==> src/hdl/wfc_pkg.sv <==
`timescale 1ns / 1ps
// Package for the wrapping framebuffer compositor.
// Holds command codes, register indexes, fixed widths and shared types.
package wfc_pkg;

  localparam int DEF_MAX_WIDTH  = 512;
  localparam int DEF_MAX_HEIGHT = 512;
  localparam int DEF_MAX_RADIUS = 63;

  localparam int CMD_W   = 3;
  localparam int POS_W   = 12;
  localparam int OFF_W   = 9;
  localparam int CH_W    = 8;
  localparam int RAD_W   = 6;
  localparam int CFG_DW  = 10;
  localparam int CFG_IW  = 1;
  localparam int MOD_W   = 13;

  localparam logic [CMD_W-1:0] CMD_ADD_SAT   = 3'd0;
  localparam logic [CMD_W-1:0] CMD_ALPHA_ADD = 3'd1;
  localparam logic [CMD_W-1:0] CMD_ALPHA_OVR = 3'd2;
  localparam logic [CMD_W-1:0] CMD_QUERY     = 3'd3;
  localparam logic [CMD_W-1:0] CMD_READ      = 3'd4;

  localparam logic [CFG_IW-1:0] REG_FRAME_WIDTH  = 1'd0;
  localparam logic [CFG_IW-1:0] REG_FRAME_HEIGHT = 1'd1;

  localparam logic [9:0]  LUM_LIMIT  = 10'd30;
  localparam logic [16:0] DIV255_MUL = 17'h08081;
  localparam int          DIV255_SH  = 23;

  typedef struct packed {
    logic                    start;
    logic signed [MOD_W-1:0] operand;
    logic [MOD_W-1:0]        modulus;
  } mod_req_t;

  typedef struct packed {
    logic             done;
    logic [MOD_W-1:0] result;
  } mod_rsp_t;

endpackage

==> src/hdl/wfc_mod_unit.sv <==
`timescale 1ns / 1ps
// Iterative signed modulo unit, one quotient bit per cycle, result in 0..n-1.
// Depends on wfc_pkg for request and response types.
module wfc_mod_unit (
  input  logic              clk,
  input  logic              rst_n,
  input  wfc_pkg::mod_req_t req,
  output wfc_pkg::mod_rsp_t rsp
);
  localparam int MW = wfc_pkg::MOD_W;
  localparam int CW = $clog2(MW);

  logic          busy_r, busy_nxt;
  logic          done_r, done_nxt;
  logic [CW-1:0] cnt_r, cnt_nxt;
  logic [MW-1:0] mag_r, mag_nxt;
  logic [MW-1:0] n_r, n_nxt;
  logic          neg_r, neg_nxt;
  logic [MW:0]   rem_r, rem_nxt;
  logic [MW:0]   trial;

  assign trial = {rem_r[MW-1:0], mag_r[cnt_r]};

  always_comb begin
    busy_nxt = busy_r;
    done_nxt = 1'b0;
    cnt_nxt  = cnt_r;
    mag_nxt  = mag_r;
    n_nxt    = n_r;
    neg_nxt  = neg_r;
    rem_nxt  = rem_r;
    if (req.start) begin
      busy_nxt = 1'b1;
      neg_nxt  = req.operand[MW-1];
      mag_nxt  = req.operand[MW-1] ? MW'(-req.operand) : MW'(req.operand);
      n_nxt    = req.modulus;
      cnt_nxt  = CW'(MW - 1);
      rem_nxt  = '0;
    end else if (busy_r) begin
      rem_nxt = (trial >= {1'b0, n_r}) ? trial - {1'b0, n_r} : trial;
      if (cnt_r == '0) begin
        busy_nxt = 1'b0;
        done_nxt = 1'b1;
      end else begin
        cnt_nxt = cnt_r - 1'b1;
      end
    end
  end

  always_ff @(posedge clk) begin
    if (!rst_n) begin
      busy_r <= 1'b0;
      done_r <= 1'b0;
    end else begin
      busy_r <= busy_nxt;
      done_r <= done_nxt;
    end
    cnt_r <= cnt_nxt;
    mag_r <= mag_nxt;
    n_r   <= n_nxt;
    neg_r <= neg_nxt;
    rem_r <= rem_nxt;
  end

  assign rsp.done   = done_r;
  assign rsp.result = (neg_r && rem_r != '0) ? n_r - rem_r[MW-1:0] : rem_r[MW-1:0];

endmodule

==> config.mk <==
export PLATFORM = sky130hd
export DESIGN_NAME = wfc_mod_unit
export DESIGN_NICKNAME = d
export VERILOG_FILES = /design/src/hdl/wfc_pkg.sv /design/src/hdl/wfc_mod_unit.sv
export SDC_FILE = /design/constraint.sdc
export NUM_CORES = 1
export LEC_CHECK = 0
export BUFFER_PORTS_ARGS = -buffer_cell sky130_fd_sc_hd__buf_2
export CELL_PAD_IN_SITES_DETAIL_PLACEMENT = 2
export CELL_PAD_IN_SITES_GLOBAL_PLACEMENT = 2
export CORE_MARGIN = 10
export CORE_UTILIZATION = 36
export DETAILED_ROUTE_END_ITERATION = 12
export PLACE_DENSITY_LB_ADDON = 0.25
export SLEW_MARGIN = 20
export SYNTH_ARGS = -nofsm -noshare
export SYNTH_HDL_FRONTEND = slang
export SYNTH_SLANG_ARGS = --single-unit
==> constraint.sdc <==
create_clock -name clk -period 4.4 [get_ports clk]
set_input_delay 0.88 -clock clk [delete_from_list [all_inputs] [get_ports clk]]
set_output_delay 0.88 -clock clk [all_outputs]
set_load 0.01 [all_outputs]
==> results of run 1 <==
## final timing paths
path,start,end,slack [ns]
worst min register to register,rem_r[5]$_SDFFE_PP0P_,rem_r[5]$_SDFFE_PP0P_,0.56
worst max-delay path,n_r[0]$_DFFE_PP_,rsp[10],0.48
worst min-delay path,rem_r[5]$_SDFFE_PP0P_,rem_r[5]$_SDFFE_PP0P_,0.56
worst max register to register,cnt_r[0]$_SDFFE_PP0P_,rem_r[6]$_SDFFE_PP0P_,0.66
## layout by cell type (no fill, tap or decap), drive strengths merged, types with 7 or more instances in the layout
master / n
xnor2: 14
mux2i: 8
a21oi: 23
nor3: 9
xor2: 7
nand2: 37
ha: 27
nor2: 31
buf: 45
a211oi: 11
a21o: 11
inv: 36
nand3: 8
edfxtp: 27
dfxtp: 20
o21ai: 24
## kinds of logic after synthesis
| group | synth area share |
|---|---|
| DFF | 0.345 |
| xor gates and xnor gates | 0.0525 |
| buffers and inverters | 0.0542 |
| adders and majority gates | 0.108 |
| muxes | 0.0485 |
| and+or+nand+nor | 0.173 |
| AOI/OAI and AO/OA | 0.218 |
## worst max-delay path, delay by kind of cell, from the launching register on
kind | cells | cell delay [ns]
mux | 1 | 0.28
flops | 1 | 0.39
fa+ha+maj | 2 | 0.61
compound gates | 4 | 1.02
simple gates | 1 | 0.20
buf+inv | 2 | 0.20
## report_power, final
| part | internal [mW] | switching (mW) | leakage (nW) | total (mW) |
|---|---|---|---|---|
| combinational | 0.231 | 0.323 | 1.18 | 0.554 |
| sequential | 0.508 | 0.0412 | 0.429 | 0.550 |
| clock | 0.115 | 0.169 | 0.0418 | 0.284 |
## final cells by class
cell class	count	area (um^2)	share of cell area
multi-input cells	297	2100	0.535
flip-flops and latches	47	1210	0.308
clock inverters	2	16.3	0.00414
repair buffers	45	233	0.0592
well taps	129	161	0.0411
clock buffers	6	72.6	0.0185
inverters	35	131	0.0334
## metrics by stage
step	setup WS [ns]	power, mW	hold WS (ns)
after floorplan	1.17	0.931	0.500
after detailed placement	0.718	1.12	0.545
after CTS	0.436	1.41	0.561
final	0.481	1.39	0.559
after global placement	0.895	1.08	0.534
after global routing	0.197	1.50	0.607
## flip-flops by register name, indices dropped and copies added, names as in the netlist
signal and flops:
rem_r 14, n_r 13, neg_r 1, cnt_r 4, mag_r 13, done_r 1
busy_r 1
## layer usage
metal,wire length [um],vias up,track usage
li1,-,1518,-
met4,147,0,0.0443
met1,4820,1581,0.177
met2,5660,52,0.290
met5,0,-,0
met3,334,13,0.0314
==> results.yml, run 1 <==
setup_path:
  critPathArrivalTime_ns: 3.04
  r2r_cells: 12
  cp-end-kind: "output pin"
  crit_top_cell: "a21oi_1"
  slowest_stage: "edfxtp_1"
  path_cells: "inv_1 -> ha_1 -> fa_1 -> nand2b_1 -> a21oi_1 -> a211o_1 -> a21oi_1 -> mux2_2 -> a311o_1 -> buf_2"
  max_stage_delay_ns: 0.39
  worstPathRequired_ns: 3.52
  crit_fanout: 4
  crit_path_start_kind: "flip-flop"
  crit_type: "flip-flop to output pin"
route:
  drtAntennaViolNets: 0
  drc: 0
  post_drt_wl_per_cell_um: 19.5
  drt_iter0_drc: 110
  vias: 3164
  wl_mm: 11.0
  viasPerCell: 5.64
  dr.pass1.iters: 6
run:
  drv_cap: 0
clocking:
  cts-root-buf: "clkbuf_8"
  h-tree-depth: 2
  cts_hold_buf: 0
  cts_made_buffers: 5
  cts.sinks: 47
  clk_latency_ns: 0.32
  post_cts_buffers: 0
  cts_tree: "yes"
  clk_pin_slew_ns: 0.10
  ctsResizeCount: 0
  cts_buffer_depth: 2
power_and_ir_drop:
  peakVddDrop_mv: 0.135
  leakage_nw: 1.65
  power_density_nw_per_um2: 353
die:
  die_area_um2: 14100
  initial_core_util: 0.374
  row_count: 35
  ios: 43
  die_h_um: 119
  chipWidth_um: 119
  coreArea_um2: 9370
finish:
  nets: 489
  stdcell_area_um2: 3930
  antennaDiodeCount: 0
  drive_above_1_share: 0.141
  fillers: 1071
  area_growth_pct: 12.1
  final_cells: 561
  final_util: 0.419
logic_synthesis:
  synthTopCellsByArea: "edfxtp_1 23%, dfxtp_1 11%, ha_1 9.6%, nand2_1 4.0%, inv_1 3.7%"
  ys_seq_area_frac: 0.345
  synth_top_cells_by_count: "37 x nand2_1, 35 x inv_1, 31 x nor2_1"
  syn-cell-area_um2: 3510
  netlist-cell-type-count: 56
  syn_inst: 393
  syn_avg_cell_area_um2: 8.92
  synth_edf_count: 27
  yosysWarnings: 0
  synth_area_leader_cell: "edfxtp_1"
  ys_seq_elements: 47
  synthArstFlopShare: 0
  syn-num-nets: 451
  synth-main-ff-cell: "edfxtp_1"
  synth_top_area_frac: 0.231
  synth.most_common_cell: "nand2_1"
global_routing:
  antenna_found_initial: 0
  track_usage: 0.157
  grt_pass1_wl_mm: 18.2
  grt_pass1_vias: 3600
  grt_max_degree: 29
  overflow: 0
sta:
  fmax_ghz: 0.255
  finalHoldViolations: 0
  finalSetupTns_ns: 0
  min_period_over_period: 0.891
  tightest_slew_ns: 0.675
  min_period_ns: 3.92
  max_slew_margin: 0.550
  rsz0062_at_grt: "false"
  clock_skew_ns: 0.00936
  final-setup-viol-count: 0
  slew_viol_final: 0
placed_design:
  dp_hpwl_mm: 8.67
  dp.cells: 553
  gp_congestion: 0.848
  postPlaceCellArea_um2: 3840
  portBuffers: 42
outcome:
  outcome: "finished, final reports clean"
worst_hold_path:
  hold_depth: 2
  hold_path_class: "flip-flop to flip-flop"
Note: power is estimated with default switching activity, not from simulation.
==> run 2, diff against run 1 <==
--- a/config.mk
+++ b/config.mk
@@ -8,10 +8,10 @@
 export BUFFER_PORTS_ARGS = -buffer_cell sky130_fd_sc_hd__buf_2
 export CELL_PAD_IN_SITES_DETAIL_PLACEMENT = 2
 export CELL_PAD_IN_SITES_GLOBAL_PLACEMENT = 2
-export CORE_MARGIN = 10
 export CORE_UTILIZATION = 36
 export DETAILED_ROUTE_END_ITERATION = 12
-export PLACE_DENSITY_LB_ADDON = 0.25
+export PLACE_DENSITY = 0.9
+export SETUP_SLACK_MARGIN = 0.2
 export SLEW_MARGIN = 20
 export SYNTH_ARGS = -nofsm -noshare
 export SYNTH_HDL_FRONTEND = slang
==> run 2 against run 1 <==
- highest routed layer unchanged
- global-route usage up 7.6 points
- clock skew up 0.0046 ns
- utilization up 0.75 points
- combinational power up 3%
- die area down 28%
- critical endpoint unchanged
- final area up 1.3%
- final cell count up 0.18%
- routed wire length up 1.7%
- maximum frequency up 1.8%
==> results.yml, run 2 (synthesis gave the netlist of run 1 again) <==
outcome:
  outcome: "finished, final reports clean"
sta:
  tightest_slew_ns: 0.687
  final-setup-viol-count: 0
  slew_viol_final: 0
  fmax_ghz: 0.260
  finalHoldViolations: 0
  min_period_ns: 3.85
  clock_skew_ns: 0.0139
  finalSetupTns_ns: 0
  setup_slack_ns: 0.549
  min_period_over_period: 0.875
  rsz0062_at_grt: "false"
  max_slew_margin: 0.542
clocking:
  cts_made_buffers: 5
  cts_buffer_depth: 2
  post_cts_buffers: 0
  cts-root-buf: "clkbuf_8"
  cts_hold_buf: 0
  cts_tree: "yes"
  clk_latency_ns: 0.31
  h-tree-depth: 2
  cts.sinks: 47
  clk_pin_slew_ns: 0.10
  ctsResizeCount: 0
finish:
  final_cells: 562
  layout_common_cells: "42 x buf_2, 37 x nand2_1, 35 x inv_1"
  nets: 490
  largest_reg_flops: 14
  largest_register: "rem_r"
  area_growth_pct: 13.6
  antennaDiodeCount: 0
  mostFrequentLayoutCell: "buf_2"
  largestRegisters: "rem_r: 14 flops, mag_r: 13 flops, n_r: 13 flops"
  drive_above_1_share: 0.143
setup_path:
  r2r_cells: 12
  timing.rr.start: "cnt_r[0]$_SDFFE_PP0P_"
  r2r-end: "rem_r[0]$_SDFFE_PP0P_"
  rrSetupSlack_ns: 0.59
  crit_fanout: 4
  crit_path_start_kind: "flip-flop"
  worstPathRequired_ns: 3.52
  cp-end-kind: "output pin"
  crit_type: "flip-flop to output pin"
  critPathArrivalTime_ns: 2.97
global_routing:
  grt_max_degree: 29
  grt_pass1_vias: 3619
  grt_pass1_wl_mm: 18.2
  overflow: 0
  antenna_found_initial: 0
  track_usage: 0.233
placed_design:
  pre_cts_ws_ns: 0.677
  portBuffers: 42
  gp_congestion: 0.814
  dp.cells: 554
  dp_hpwl_mm: 8.59
power_and_ir_drop:
  peakVddDrop_mv: 0.145
  power_density_nw_per_um2: 378
  leakage_nw: 1.68
die:
  die_h_um: 101
  coreArea_um2: 9330
  initial_core_util: 0.376
  row_count: 35
  ios: 43
  chipWidth_um: 101
  die_area_um2: 10100
route:
  drt_iter0_drc: 102
  post_drt_wl_per_cell_um: 19.8
  wl_mm: 11.1
  drtAntennaViolNets: 0
  viasPerCell: 5.64
  vias: 3171
  drc: 0
  dr.pass1.iters: 6
worst_hold_path:
  hold_path_class: "flip-flop to flip-flop"
  whs_endpoint: "rem_r[6]$_SDFFE_PP0P_"
  holdCritStartpoint: "rem_r[6]$_SDFFE_PP0P_"
  hold_depth: 2
run:
  drv_cap: 0
-- run 2: metal layers --
layer  vias up  wire length (um)  global-route usage
met1      1562              4410               0.244
met2        55              6180               0.467
met3        27               251              0.0319
li1       1527                 -                   -
met5         -                 0                   0
met4         0               302              0.0847
-- run 2: area by class of cell --
class                   count  area (um^2)
fillers                  1071         5350
multi-input cells         297         2100
flip-flops and latches     47         1210
repair buffers             46          240
well taps                 129          161
inverters                  35          131
clock buffers               6         72.6
clock inverters             2         60.1
-- run 2: worst max-delay path, cell delays in order (launching register included) --
cell      delay (ns)
edfxtp_1        0.43
inv_1           0.09
ha_1            0.18
fa_1            0.21
nand2b_1        0.21
a21oi_1         0.10
buf_4           0.17
a211o_1         0.31
a21oi_1         0.17
mux2_2          0.34
a311o_1         0.31
buf_2           0.14
-- run 2: per-stage QoR --
step / instance area, um^2 / util / hold slack (ns) / power [mW]
finish: 3980 / 0.427 / 0.566 / 1.51
global placement: 3850 / 0.413 / 0.536 / 1.07
CTS: 3980 / 0.427 / 0.569 / 1.52
detailed placement: 3850 / 0.413 / 0.555 / 1.12
global route: 3980 / 0.427 / 0.587 / 1.59
floorplan: 3510 / - / 0.500 / 0.931
-- run 2: power breakdown --
part,internal [mW],switching (mW),total [mW],leakage [nW]
logic,0.233,0.335,0.568,1.19
clock network,0.227,0.161,0.389,0.0654
registers,0.508,0.0422,0.551,0.429
-- run 2: how the worst max path moves through the flow --
| stage | start | end | slack, ns | depth (start not counted) |
|---|---|---|---|---|
| 3_5_place_dp | cnt_r[0]$_SDFFE_PP0P_ | rem_r[0]$_SDFFE_PP0P_ | 0.68 | 12 |
| 6_report | n_r[0]$_DFFE_PP_ | rsp[10] | 0.55 | 11 |
| 4_1_cts | n_r[0]$_DFFE_PP_ | rsp[10] | 0.54 | 11 |
| 3_3_place_gp | cnt_r[0]$_SDFFE_PP0P_ | rem_r[13]$_SDFFE_PP0P_ | 0.99 | 13 |
| 2_1_floorplan | cnt_r[0]$_SDFFE_PP0P_ | rem_r[0]$_SDFFE_PP0P_ | 1.17 | 13 |
| 5_1_grt | rem_r[0]$_SDFFE_PP0P_ | rsp[10] | 0.38 | 10 |
